File: src/sv/json_string_unescape_utf8_assert.svh
// Assertion helpers shared by the JSON string unescaper.
// Each macro expects clk and rst_n to be visible where it is used.
`ifndef JSON_STRING_UNESCAPE_UTF8_ASSERT_SVH
`define JSON_STRING_UNESCAPE_UTF8_ASSERT_SVH

// Same-cycle implication, checked at every rising edge outside reset.
`define JSU_ASSERT_IMP(name, ante, cons, msg) \
    name: assert property (@(posedge clk) disable iff (!rst_n) (ante) |-> (cons)) \
        else $error(msg);

// Next-cycle implication, checked at every rising edge outside reset.
`define JSU_ASSERT_NXT(name, ante, cons, msg) \
    name: assert property (@(posedge clk) disable iff (!rst_n) (ante) |=> (cons)) \
        else $error(msg);

`endif

File: src/sv/jsu_pkg.sv
// ============================================================================
// jsu_pkg
// Shared types and constants of the JSON string unescaper: decoder modes,
// status codes, the decoder state record and the result burst record.
// ============================================================================
`default_nettype none

package jsu_pkg;

    typedef enum logic [2:0] {
        MODE_WAIT = 3'd0,
        MODE_STR  = 3'd1,
        MODE_ESC  = 3'd2,
        MODE_HEX  = 3'd3,
        MODE_BSL  = 3'd4,
        MODE_U    = 3'd5,
        MODE_LHEX = 3'd6
    } mode_t;

    typedef enum logic [3:0] {
        ST_BUSY       = 4'd0,
        ST_DONE       = 4'd1,
        ST_NO_QUOTE   = 4'd2,
        ST_CONTROL    = 4'd3,
        ST_UNFINISHED = 4'd4,
        ST_BAD_ESC    = 4'd5,
        ST_BAD_HEX    = 4'd6,
        ST_UNPAIRED   = 4'd7,
        ST_BAD_PAIR   = 4'd8,
        ST_UNTERM     = 4'd9
    } status_t;

    // Decoder state carried from one input transaction to the next.
    typedef struct packed {
        mode_t       mode;
        logic [15:0] acc;
        logic [1:0]  cnt;
        logic [9:0]  hs;
    } dec_state_t;

    localparam dec_state_t STATE_RESET = '{
        mode: MODE_WAIT,
        acc:  16'h0000,
        cnt:  2'd0,
        hs:   10'h000
    };

    // All results caused by one input transaction. bytes[0] goes out first.
    typedef struct packed {
        logic [3:0][7:0] bytes;
        logic [1:0]      last_idx;
        logic            has_byte;
        status_t         status;
    } burst_t;

endpackage

`default_nettype wire

File: src/sv/jsu_decode.sv
// ============================================================================
// jsu_decode
// Next-state and result logic for one raw byte of a JSON string literal,
// including the UTF-8 encoding of \uXXXX escapes and surrogate pairs.
// ============================================================================
`default_nettype none

module jsu_decode (
    input  jsu_pkg::dec_state_t state,
    input  logic [7:0]          in_byte,
    input  logic                text_end,
    output jsu_pkg::dec_state_t state_next,
    output jsu_pkg::burst_t     burst
);
    import jsu_pkg::*;

    localparam logic [7:0] CH_QUOTE = 8'h22;
    localparam logic [7:0] CH_BSL   = 8'h5C;
    localparam logic [7:0] CH_SLASH = 8'h2F;
    localparam logic [7:0] CH_B     = 8'h62;
    localparam logic [7:0] CH_F     = 8'h66;
    localparam logic [7:0] CH_N     = 8'h6E;
    localparam logic [7:0] CH_R     = 8'h72;
    localparam logic [7:0] CH_T     = 8'h74;
    localparam logic [7:0] CH_U     = 8'h75;
    localparam logic [7:0] CTRL_LIMIT = 8'h20;

    localparam logic [5:0] HIGH_SUR_TOP = 6'b110110;
    localparam logic [5:0] LOW_SUR_TOP  = 6'b110111;

    // Returns {valid, value} for an ASCII hex digit.
    function automatic logic [4:0] hex_digit(input logic [7:0] c);
        logic [4:0] r;
        r = 5'd0;
        if (c >= 8'h30 && c <= 8'h39)
        begin
            r = {1'b1, c[3:0]};
        end
        else if ((c >= 8'h61 && c <= 8'h66) || (c >= 8'h41 && c <= 8'h46))
        begin
            r = {1'b1, c[3:0] + 4'd9};
        end
        return r;
    endfunction

    function automatic burst_t one_byte(input logic [7:0] b);
        burst_t r;
        r          = '0;
        r.bytes[0] = b;
        r.has_byte = 1'b1;
        return r;
    endfunction

    // UTF-8 for a code point below 0x10000 (one to three bytes).
    function automatic burst_t enc_bmp(input logic [15:0] cp);
        burst_t r;
        r          = '0;
        r.has_byte = 1'b1;
        if (cp < 16'h0080)
        begin
            r.bytes[0] = cp[7:0];
        end
        else if (cp < 16'h0800)
        begin
            r.bytes[0] = {3'b110, cp[10:6]};
            r.bytes[1] = {2'b10, cp[5:0]};
            r.last_idx = 2'd1;
        end
        else
        begin
            r.bytes[0] = {4'b1110, cp[15:12]};
            r.bytes[1] = {2'b10, cp[11:6]};
            r.bytes[2] = {2'b10, cp[5:0]};
            r.last_idx = 2'd2;
        end
        return r;
    endfunction

    // UTF-8 for a supplementary code point (always four bytes).
    function automatic burst_t enc_supp(input logic [20:0] cp);
        burst_t r;
        r          = '0;
        r.has_byte = 1'b1;
        r.bytes[0] = {5'b11110, cp[20:18]};
        r.bytes[1] = {2'b10, cp[17:12]};
        r.bytes[2] = {2'b10, cp[11:6]};
        r.bytes[3] = {2'b10, cp[5:0]};
        r.last_idx = 2'd3;
        return r;
    endfunction

    logic [4:0]  hex;
    logic [15:0] acc_shift;
    logic [20:0] cp_pair;
    status_t     st;
    burst_t      res;

    assign hex       = hex_digit(in_byte);
    assign acc_shift = {state.acc[11:0], hex[3:0]};
    assign cp_pair   = {1'b0, state.hs, acc_shift[9:0]} + 21'h010000;

    always_comb
    begin
        state_next = state;
        res        = '0;
        st         = ST_BUSY;
        unique case (state.mode)
            MODE_STR:
            begin
                priority if (text_end)
                begin
                    st = ST_UNTERM;
                end
                else if (in_byte == CH_QUOTE)
                begin
                    st = ST_DONE;
                end
                else if (in_byte < CTRL_LIMIT)
                begin
                    st = ST_CONTROL;
                end
                else if (in_byte == CH_BSL)
                begin
                    state_next.mode = MODE_ESC;
                end
                else
                begin
                    res = one_byte(in_byte);
                end
            end
            MODE_ESC:
            begin
                if (text_end)
                begin
                    st = ST_UNFINISHED;
                end
                else
                begin
                    state_next.mode = MODE_STR;
                    unique case (in_byte)
                        CH_QUOTE, CH_BSL, CH_SLASH: res = one_byte(in_byte);
                        CH_B: res = one_byte(8'h08);
                        CH_F: res = one_byte(8'h0C);
                        CH_N: res = one_byte(8'h0A);
                        CH_R: res = one_byte(8'h0D);
                        CH_T: res = one_byte(8'h09);
                        CH_U:
                        begin
                            state_next.mode = MODE_HEX;
                            state_next.acc  = 16'h0000;
                            state_next.cnt  = 2'd0;
                        end
                        default: st = ST_BAD_ESC;
                    endcase
                end
            end
            MODE_HEX, MODE_LHEX:
            begin
                if (text_end || !hex[4])
                begin
                    st = (state.mode == MODE_HEX) ? ST_BAD_HEX : ST_BAD_PAIR;
                end
                else if (state.cnt != 2'd3)
                begin
                    state_next.acc = acc_shift;
                    state_next.cnt = state.cnt + 2'd1;
                end
                else
                begin
                    state_next.acc = 16'h0000;
                    state_next.cnt = 2'd0;
                    if (state.mode == MODE_HEX)
                    begin
                        if (acc_shift[15:10] == HIGH_SUR_TOP)
                        begin
                            state_next.hs   = acc_shift[9:0];
                            state_next.mode = MODE_BSL;
                        end
                        else
                        begin
                            res             = enc_bmp(acc_shift);
                            state_next.mode = MODE_STR;
                        end
                    end
                    else if (acc_shift[15:10] != LOW_SUR_TOP)
                    begin
                        st = ST_BAD_PAIR;
                    end
                    else
                    begin
                        res             = enc_supp(cp_pair);
                        state_next.mode = MODE_STR;
                    end
                end
            end
            MODE_BSL:
            begin
                if (!text_end && in_byte == CH_BSL)
                begin
                    state_next.mode = MODE_U;
                end
                else
                begin
                    st = ST_UNPAIRED;
                end
            end
            MODE_U:
            begin
                if (!text_end && in_byte == CH_U)
                begin
                    state_next.mode = MODE_LHEX;
                    state_next.acc  = 16'h0000;
                    state_next.cnt  = 2'd0;
                end
                else
                begin
                    st = ST_UNPAIRED;
                end
            end
            default:
            begin
                if (!text_end && in_byte == CH_QUOTE)
                begin
                    state_next.mode = MODE_STR;
                end
                else
                begin
                    st = ST_NO_QUOTE;
                end
            end
        endcase

        // Any error or completion drops back to waiting for a quote.
        if (st != ST_BUSY)
        begin
            state_next = STATE_RESET;
        end
        res.status = st;
        burst      = res;
    end

endmodule

`default_nettype wire

File: src/sv/json_string_unescape_utf8.sv
// ============================================================================
// json_string_unescape_utf8
// Streaming JSON string literal unescaper: takes raw text one byte per
// transaction and delivers the decoded string as UTF-8 bytes with a status.
// ============================================================================
//
//  Channel  Handshake                  Payload
//  -------  -------------------------  -----------------------------------
//  text     text_valid / text_stall    in_byte, text_end
//  result   result_valid / result_stall out_byte, byte_valid, status, last
//
// Flow: every text transaction is decoded in the cycle it is accepted and
// becomes a burst of 1 to 4 result transactions. A \uXXXX escape takes one
// text transaction per input byte and yields its 1 to 4 result bytes on
// its final digit. The output port, one result per cycle while result_stall
// is low, sets the sustained rate.
// A two-entry burst queue sits between the decoder and the result port, so
// a new text transaction is taken while an earlier burst still waits.
// text_stall is high only while both queue entries are occupied; it comes
// straight from a register and has no path from result_stall.
// Reset (rst_n low, asynchronous) empties the queue and puts the decoder in
// the state of waiting for an opening quote. No clearing pass is needed.
//
`default_nettype none

`include "json_string_unescape_utf8_assert.svh"

module json_string_unescape_utf8 (
    input  logic       clk,
    input  logic       rst_n,
    // Raw text input.
    input  logic       text_valid,
    output logic       text_stall,
    input  logic [7:0] in_byte,
    input  logic       text_end,
    // Decoded result output.
    output logic       result_valid,
    input  logic       result_stall,
    output logic [7:0] out_byte,
    output logic       byte_valid,
    output logic [3:0] status,
    output logic       last
);
    import jsu_pkg::*;

    // Decoder state, advanced once per accepted text transaction.
    dec_state_t state_reg;
    dec_state_t state_next;
    burst_t     burst;

    // Two-entry queue of result bursts.
    burst_t     slot_reg [2];
    logic       wr_ptr_reg;
    logic       rd_ptr_reg;
    logic [1:0] fill_reg;
    logic [1:0] fill_next;
    // Position of the byte being offered inside the head burst.
    logic [1:0] idx_reg;

    burst_t     head;
    logic       push;
    logic       pop_byte;
    logic       pop_burst;

    jsu_decode u_decode (
        .state      (state_reg),
        .in_byte    (in_byte),
        .text_end   (text_end),
        .state_next (state_next),
        .burst      (burst)
    );

    assign text_stall   = (fill_reg == 2'd2);
    assign push         = text_valid && !text_stall;

    assign head         = slot_reg[rd_ptr_reg];
    assign result_valid = (fill_reg != 2'd0);
    assign pop_byte     = result_valid && !result_stall;
    assign pop_burst    = pop_byte && (idx_reg == head.last_idx);

    // The status rides only on the final result of a burst.
    assign last         = (idx_reg == head.last_idx);
    assign out_byte     = head.bytes[idx_reg];
    assign byte_valid   = head.has_byte;
    assign status       = last ? head.status : ST_BUSY;

    always_comb
    begin
        unique case ({push, pop_burst})
            2'b10:   fill_next = fill_reg + 2'd1;
            2'b01:   fill_next = fill_reg - 2'd1;
            default: fill_next = fill_reg;
        endcase
    end

    always_ff @(posedge clk or negedge rst_n)
    begin
        if (!rst_n)
        begin
            state_reg  <= STATE_RESET;
            wr_ptr_reg <= 1'b0;
            rd_ptr_reg <= 1'b0;
            fill_reg   <= 2'd0;
            idx_reg    <= 2'd0;
        end
        else
        begin
            fill_reg <= fill_next;
            if (push)
            begin
                state_reg  <= state_next;
                wr_ptr_reg <= ~wr_ptr_reg;
            end
            if (pop_burst)
            begin
                rd_ptr_reg <= ~rd_ptr_reg;
                idx_reg    <= 2'd0;
            end
            else if (pop_byte)
            begin
                idx_reg <= idx_reg + 2'd1;
            end
        end
    end

    // Queue storage holds payload only and needs no reset.
    always_ff @(posedge clk)
    begin
        if (push)
        begin
            slot_reg[wr_ptr_reg] <= burst;
        end
    end

    `JSU_ASSERT_IMP(a_idx_in_burst, result_valid, idx_reg <= head.last_idx,
        "byte index ran past the end of the head burst")
    `JSU_ASSERT_IMP(a_empty_burst_single, result_valid && !head.has_byte,
        head.last_idx == 2'd0, "burst without bytes must be a single result")
    `JSU_ASSERT_IMP(a_wait_is_clean, state_reg.mode == MODE_WAIT,
        state_reg.acc == 16'h0000 && state_reg.cnt == 2'd0 && state_reg.hs == 10'h000,
        "decoder waits for a quote with stale escape state")
    `JSU_ASSERT_NXT(a_push_shows, push && fill_reg == 2'd0, result_valid,
        "accepted transaction did not reach the result port")

endmodule

`default_nettype wire

File: config.mk
export PLATFORM = sky130hd
export DESIGN_NAME = json_string_unescape_utf8
export DESIGN_NICKNAME = d
export VERILOG_FILES = /design/src/sv/jsu_pkg.sv /design/src/sv/jsu_decode.sv /design/src/sv/json_string_unescape_utf8.sv
export VERILOG_INCLUDE_DIRS = /design/src /design/src/sv
export SDC_FILE = /design/constraint.sdc
export NUM_CORES = 1
export LEC_CHECK = 0
export BUFFER_PORTS_ARGS = -buffer_cell sky130_fd_sc_hd__buf_2
export CORE_ASPECT_RATIO = 0.7
export CORE_MARGIN = 2
export CORE_UTILIZATION = 60
export DETAILED_ROUTE_END_ITERATION = 8
export HOLD_SLACK_MARGIN = 0.02
export PLACE_DENSITY = 0.79
export REMOVE_ABC_BUFFERS = 1
export SYNTH_ARGS = -nofsm -noshare
export SYNTH_HDL_FRONTEND = slang
export SYNTH_SLANG_ARGS = --single-unit
File: constraint.sdc
create_clock -name clk -period 7.1 [get_ports clk]
set_clock_uncertainty 0.1 [all_clocks]
set_input_delay 1.42 -clock clk [delete_from_list [all_inputs] [get_ports clk]]
set_output_delay 1.42 -clock clk [all_outputs]
set_load 0.02 [all_outputs]
Word-level counts from Yosys, hierarchy flattened
Memory sizes are Yosys's and may differ from the RTL's.
Cells that the tools add are included.
- output and inout bits: 16
- memory bits (writable): 78
- word-level logic and storage cells: 155
- input port bits: 13
- memories kept: 1
- register bits after elaboration: 33
- memories (name ; words ; bits a word ; rd ports ; clocked after Yosys merged registers in ; wr ports ; RTL line ; RTL):
    slot_reg ; 2 ; 39 ; 1 ; 0 ; 1 ; json_string_unescape_utf8.sv:52 ; burst_t slot_reg [2];
- order comparisons: 10
- eq/ne operators: 35
- muxes and demuxes: 63
- reduce and logical (&&, ||, !) cells: 30
- bitwise operators: 2
- add/sub/neg operators: 6
- operators by type and width (operator ; number):
    $mux 39 ; 7
    $pmux 39 s3 ; 1
    $mux 31 ; 3
    $pmux 15 s6 ; 1
    $eq 8x7->1 const B ; 7
    $pmux 18 s3 ; 1
    $mux 21 ; 2
    $mux 10 ; 4
    $mux 3 ; 13
    $mux 4 ; 9
    $mux 16 ; 2
    $mux 15 ; 2
    $mux 8 ; 3
    $add 20x17->21 const B ; 1
    $mux 20 ; 1
    $pmux 4 s5 ; 1
    $mux 18 ; 1
    $bmux 8 s2 ; 1
    $eq 8x6->1 const B ; 2
    $ge 8x7->1 const B ; 2
    $le 8x7->1 const B ; 2
    $lt 16x12->1 const B ; 1
    $lt 16x8->1 const B ; 1
    $pmux 3 s5 ; 1
    36 further kinds ; 77

Logic depth before layout (Yosys ltp)
- depth after elaboration: 13
- depth in mapped cells: 11
- gate-level depth less buffers: 10

Cells and area by module
From an unflattened synthesis, not the netlist that was laid out.
- cell total of the unflattened synthesis: 561
- area total of the unflattened synthesis: 6573.8 µm²
- modules (own cells, without submodules) (module ; seq. area each (µm²) ; instances ; area each (µm²) ; cells each):
    json_string_unescape_utf8 ; 3268.1 ; 1 ; 4464.3 ; 218
    jsu_decode ; 0.0 ; 1 ; 2109.5 ; 343

Least setup slack after synthesis
No wires, ideal clock.
- path type: input to register
- start: input text_valid
- end: memory slot_reg[0][0] in the netlist's numbering, enable pin
- required time: 6.573 ns
- path slack: 2.893 ns
- path buffers: 1
- setup time: 0.427 ns
- stages on the path: 4
- data arrival time: 3.680 ns
- path through: and2_1 > clkbuf_1 > clkinv_1 > nor2_1
- cells in the longest elaborated chain, start to end: 3
- RTL lines (item ; RTL line ; RTL):
    start: declaration ; json_string_unescape_utf8.sv:32 ; input logic text_valid,
    $logic_and 1x1->1 ; json_string_unescape_utf8.sv:74 ; assign push = text_valid && !text_stall;
    $mux 1 ; json_string_unescape_utf8.sv:129 ; if (push)
    $mux 1 (not written as such) ; json_string_unescape_utf8.sv:131 ; slot_reg[wr_ptr_reg] <= burst;
    end: declaration ; json_string_unescape_utf8.sv:52 ;
Every way passes these cells.

Final worst setup path
- start: register rd_ptr_reg
- end: output status[3]
- cells in the longest elaborated chain, start to end: 3
- RTL lines (item ; RTL line ; RTL):
    start: declaration ; json_string_unescape_utf8.sv:54 ; logic rd_ptr_reg;
    start signal: assignment ; json_string_unescape_utf8.sv:116 ; rd_ptr_reg <= ~rd_ptr_reg;
    $mem_v2 2x39 (*) ; -- ;
    $eq 2x2->1 ; json_string_unescape_utf8.sv:82 ; assign last = (idx_reg == head.last_idx);
    $mux 4 (*) ; json_string_unescape_utf8.sv:85 ; assign status = last ? head.status : ST_BUSY;
    end: declaration ; json_string_unescape_utf8.sv:41 ; output logic [3:0] status,
Every way passes the cells marked *; elsewhere a longest branch is shown, timed or not.

==> results by group <==
Clock tree
  – H-tree levels: 3
  – Post-CTS Hold Fix Bufs: 0
  – CTS tree: yes
  – CTS buffer count: 9
  – Worst-skew pair later-pin latency: 0.36 ns
  – Longest Clk Path Bufs: 2
  – CTS sink count: 103
  – Root Driver: clkbuf_16
  – Post-CTS Resized: 0
  – Post-CTS setup buffers: 0
  – Clk pin slew, worst setup/hold paths: 0.07 ns

Setup path
  – CP required: 5.58 ns
  – Cell family with most CP delay: flip-flops
  – Cell Chain, Critical Path: buf_4 > mux2i_1 > xor2_1 > nand3_1 > nor2_1 > buf_2
  – Worst Setup Start Kind: flop
  – Reg2Reg Depth: 8
  – Worst Setup Path Type: flop to output port
  – Critical R2R Capture: fill_reg[1]
  – FF-to-FF Start: rd_ptr_reg
  – Buf+Inv Stages, Crit Path: 2
  – Crit. End Element: output port
  – R2R setup slack: 4.01 ns
  – CP Depth: 6
  – Worst Path Max Fanout: 13
  – Slowest-stage cell, CP: dfrtp_1
  – CP arrival: 2.71 ns
  – Critical Path Max Stage Delay: 0.85 ns

Floorplan
  – Die Y: 84.3 um
  – Num rows: 29
  – Initial Utilization: 61.4%
  – Die area: 10000 um2
  – I/O pin total: 29
  – Die Wd: 119 um
  – Core area: 9000 um2

GRT
  – First-pass GRT wire length: 21.7 mm
  – GRT overflow: 0
  – Largest net degree at the start of global routing: 36
  – GRT Total Usage: 28.7%
  – Vias in the first global route: 3873
  – Initial antenna violation count: 0

Synthesis
  – Commonest cells post-synth: edfxtp_1, nor2_1, dfrtp_1, nand2_1, a22o_1
  – Post-synth EDFFs: 70
  – Post-synthesis sequential area ratio: 53.0%
  – Top-count cell post-synth: edfxtp_1
  – Asr flop ratio synth: 32.0%
  – Post-Syn Area per Cell: 12.0 um2
  – Warnings from Yosys: 0
  – Cell area after synthesis: 5530 um2
  – Synth cell types: 69
  – Area leader, netlist: edfxtp_1
  – Top cells by area, synth: edfxtp_1, dfrtp_1, mux4_2, a22o_1, nor2_1
  – #FFs+latches synth: 103
  – Ys flop type: edfxtp_1
  – Post-Synthesis Cells: 462
  – Synth top area share: 38.0%

Final layout
  – Share of cells above drive strength 1: 17.8%
  – Design area: 6060 um2
  – Max reg flops: 70
  – Non-Filler Instances: 608
  – Area growth syn-to-layout: 9.62%
  – Area of the multi-input gates: 2430 um2
  – Register area: 2930 um2
  – Fill cell count: 692
  – Ant. Diodes: 0
  – NumNets Final: 499

STA
  – Fin crit period: 4.23 ns
  – Final Cycle Share: 59.6%
  – Tightest Pin Transition: 1.25 ns
  – RSZ-0062 raised after global routing: no
  – Setup violators final: 0
  – Achievable clock frequency: 0.236 GHz
  – Final hold vios: 0
  – Final setup TNS: 0 ns
  – Slew HR: 15.8%
  – Slew Viols, Final: 0

Route
  – DRT Wirelength: 13.4 mm
  – WL per Instance: 22.1 um
  – Post-route ant nets: 0
  – Vias: 4052
  – DR vias/cell: 6.66
  – DRC: 0
  – First DRT Iteration DRCs: 603
  – DRT Pass-1 Iters: 5

Placed design
  – DP Wirelength: 9.25 mm
  – Final Wtd Congestion: 0.947
  – Placed cell areas: 5730 um2
  – I/O Buffers: 28
  – Placed insts: 592

Worst hold path
  – WHS Path Cells: 1
  – Worst hold path endpoint: fill_reg[1]
  – HP Start: fill_reg[1]
  – Hold Crit Class: flop to flop

Run status
  – Status: complete, no violations

Job
  – Max cap viols: 0

Pwr
  – Leak pwr: 2.32 nW
  – PD cells: 321 nW/um2
  – Worst VDD drop: 0.000210 V
## metal layers
metal  track usage, %  part of all wire, %
met5                0                    0
met4             7.79                  1.8
met2             40.5                   43
met1             44.1                   45
met3             7.61                   10
## how the worst max path moves through the flow
stage,from,end,slack [ns]
3_5_place_dp,in_byte[1],slot_reg[0][16],2.67
2_1_floorplan,text_valid,slot_reg[0][0],3.03
5_1_grt,rd_ptr_reg,status[2],2.65
3_3_place_gp,in_byte[0],state_reg[10],2.70
4_1_cts,rd_ptr_reg,status[3],2.84
6_report,rd_ptr_reg,status[3],2.87
## logic make-up (layout without fill, tap and decap cells)
| logic type | after synthesis | in the layout | synth area share (%) |
|---|---|---|---|
| buf+inv | 39 | 61 | 3.15 |
| compound gates | 110 | 110 | 16.2 |
| xor+xnor | 8 | 8 | 1.27 |
| simple gates | 161 | 161 | 15.2 |
| fa+ha+maj | 7 | 7 | 1.59 |
| mux | 34 | 34 | 9.56 |
| flops | 103 | 103 | 53.0 |
## metrics by stage
step	power, mW	utilization, %	worst slack (ns)	hold WS (ns)
floorplan	1.23	-	3.03	0.356
global placement	1.39	63.6	2.70	0.378
detailed placement	1.41	63.6	2.67	0.382
CTS	1.96	67.3	2.84	0.395
global route	2.03	67.3	2.65	0.417
finish	1.95	67.3	2.87	0.393
## report_power, final
part           switching, mW  internal, mW
sequential            0.0894         0.766
clock                  0.226         0.323
combinational          0.305         0.236
## cells in the final DEF, fill, tap and decap left out, drive strengths merged, types with 5 or more instances in the layout
cell,count
nor3,13
nand3,10
nand2b,11
and2,7
clkbuf,11
mux2,10
a22o,26
o21ai,24
a21oi,12
nand2,33
dfrtp,33
nor2b,6
inv,16
ha,7
nor2,48
edfxtp,70
and3,5
o31ai,5
mux4,14
mux2i,10
buf,30
## cell type report
class	instances	area share (%)
timing repair buffer	30	2.56
sequential	103	48.3
inverter	15	0.930
clock buffer	11	4.01
tap	124	2.56
multi-input combinational	320	40.1
clock inverter	5	1.47
Note: power is estimated with default switching activity, not from simulation.
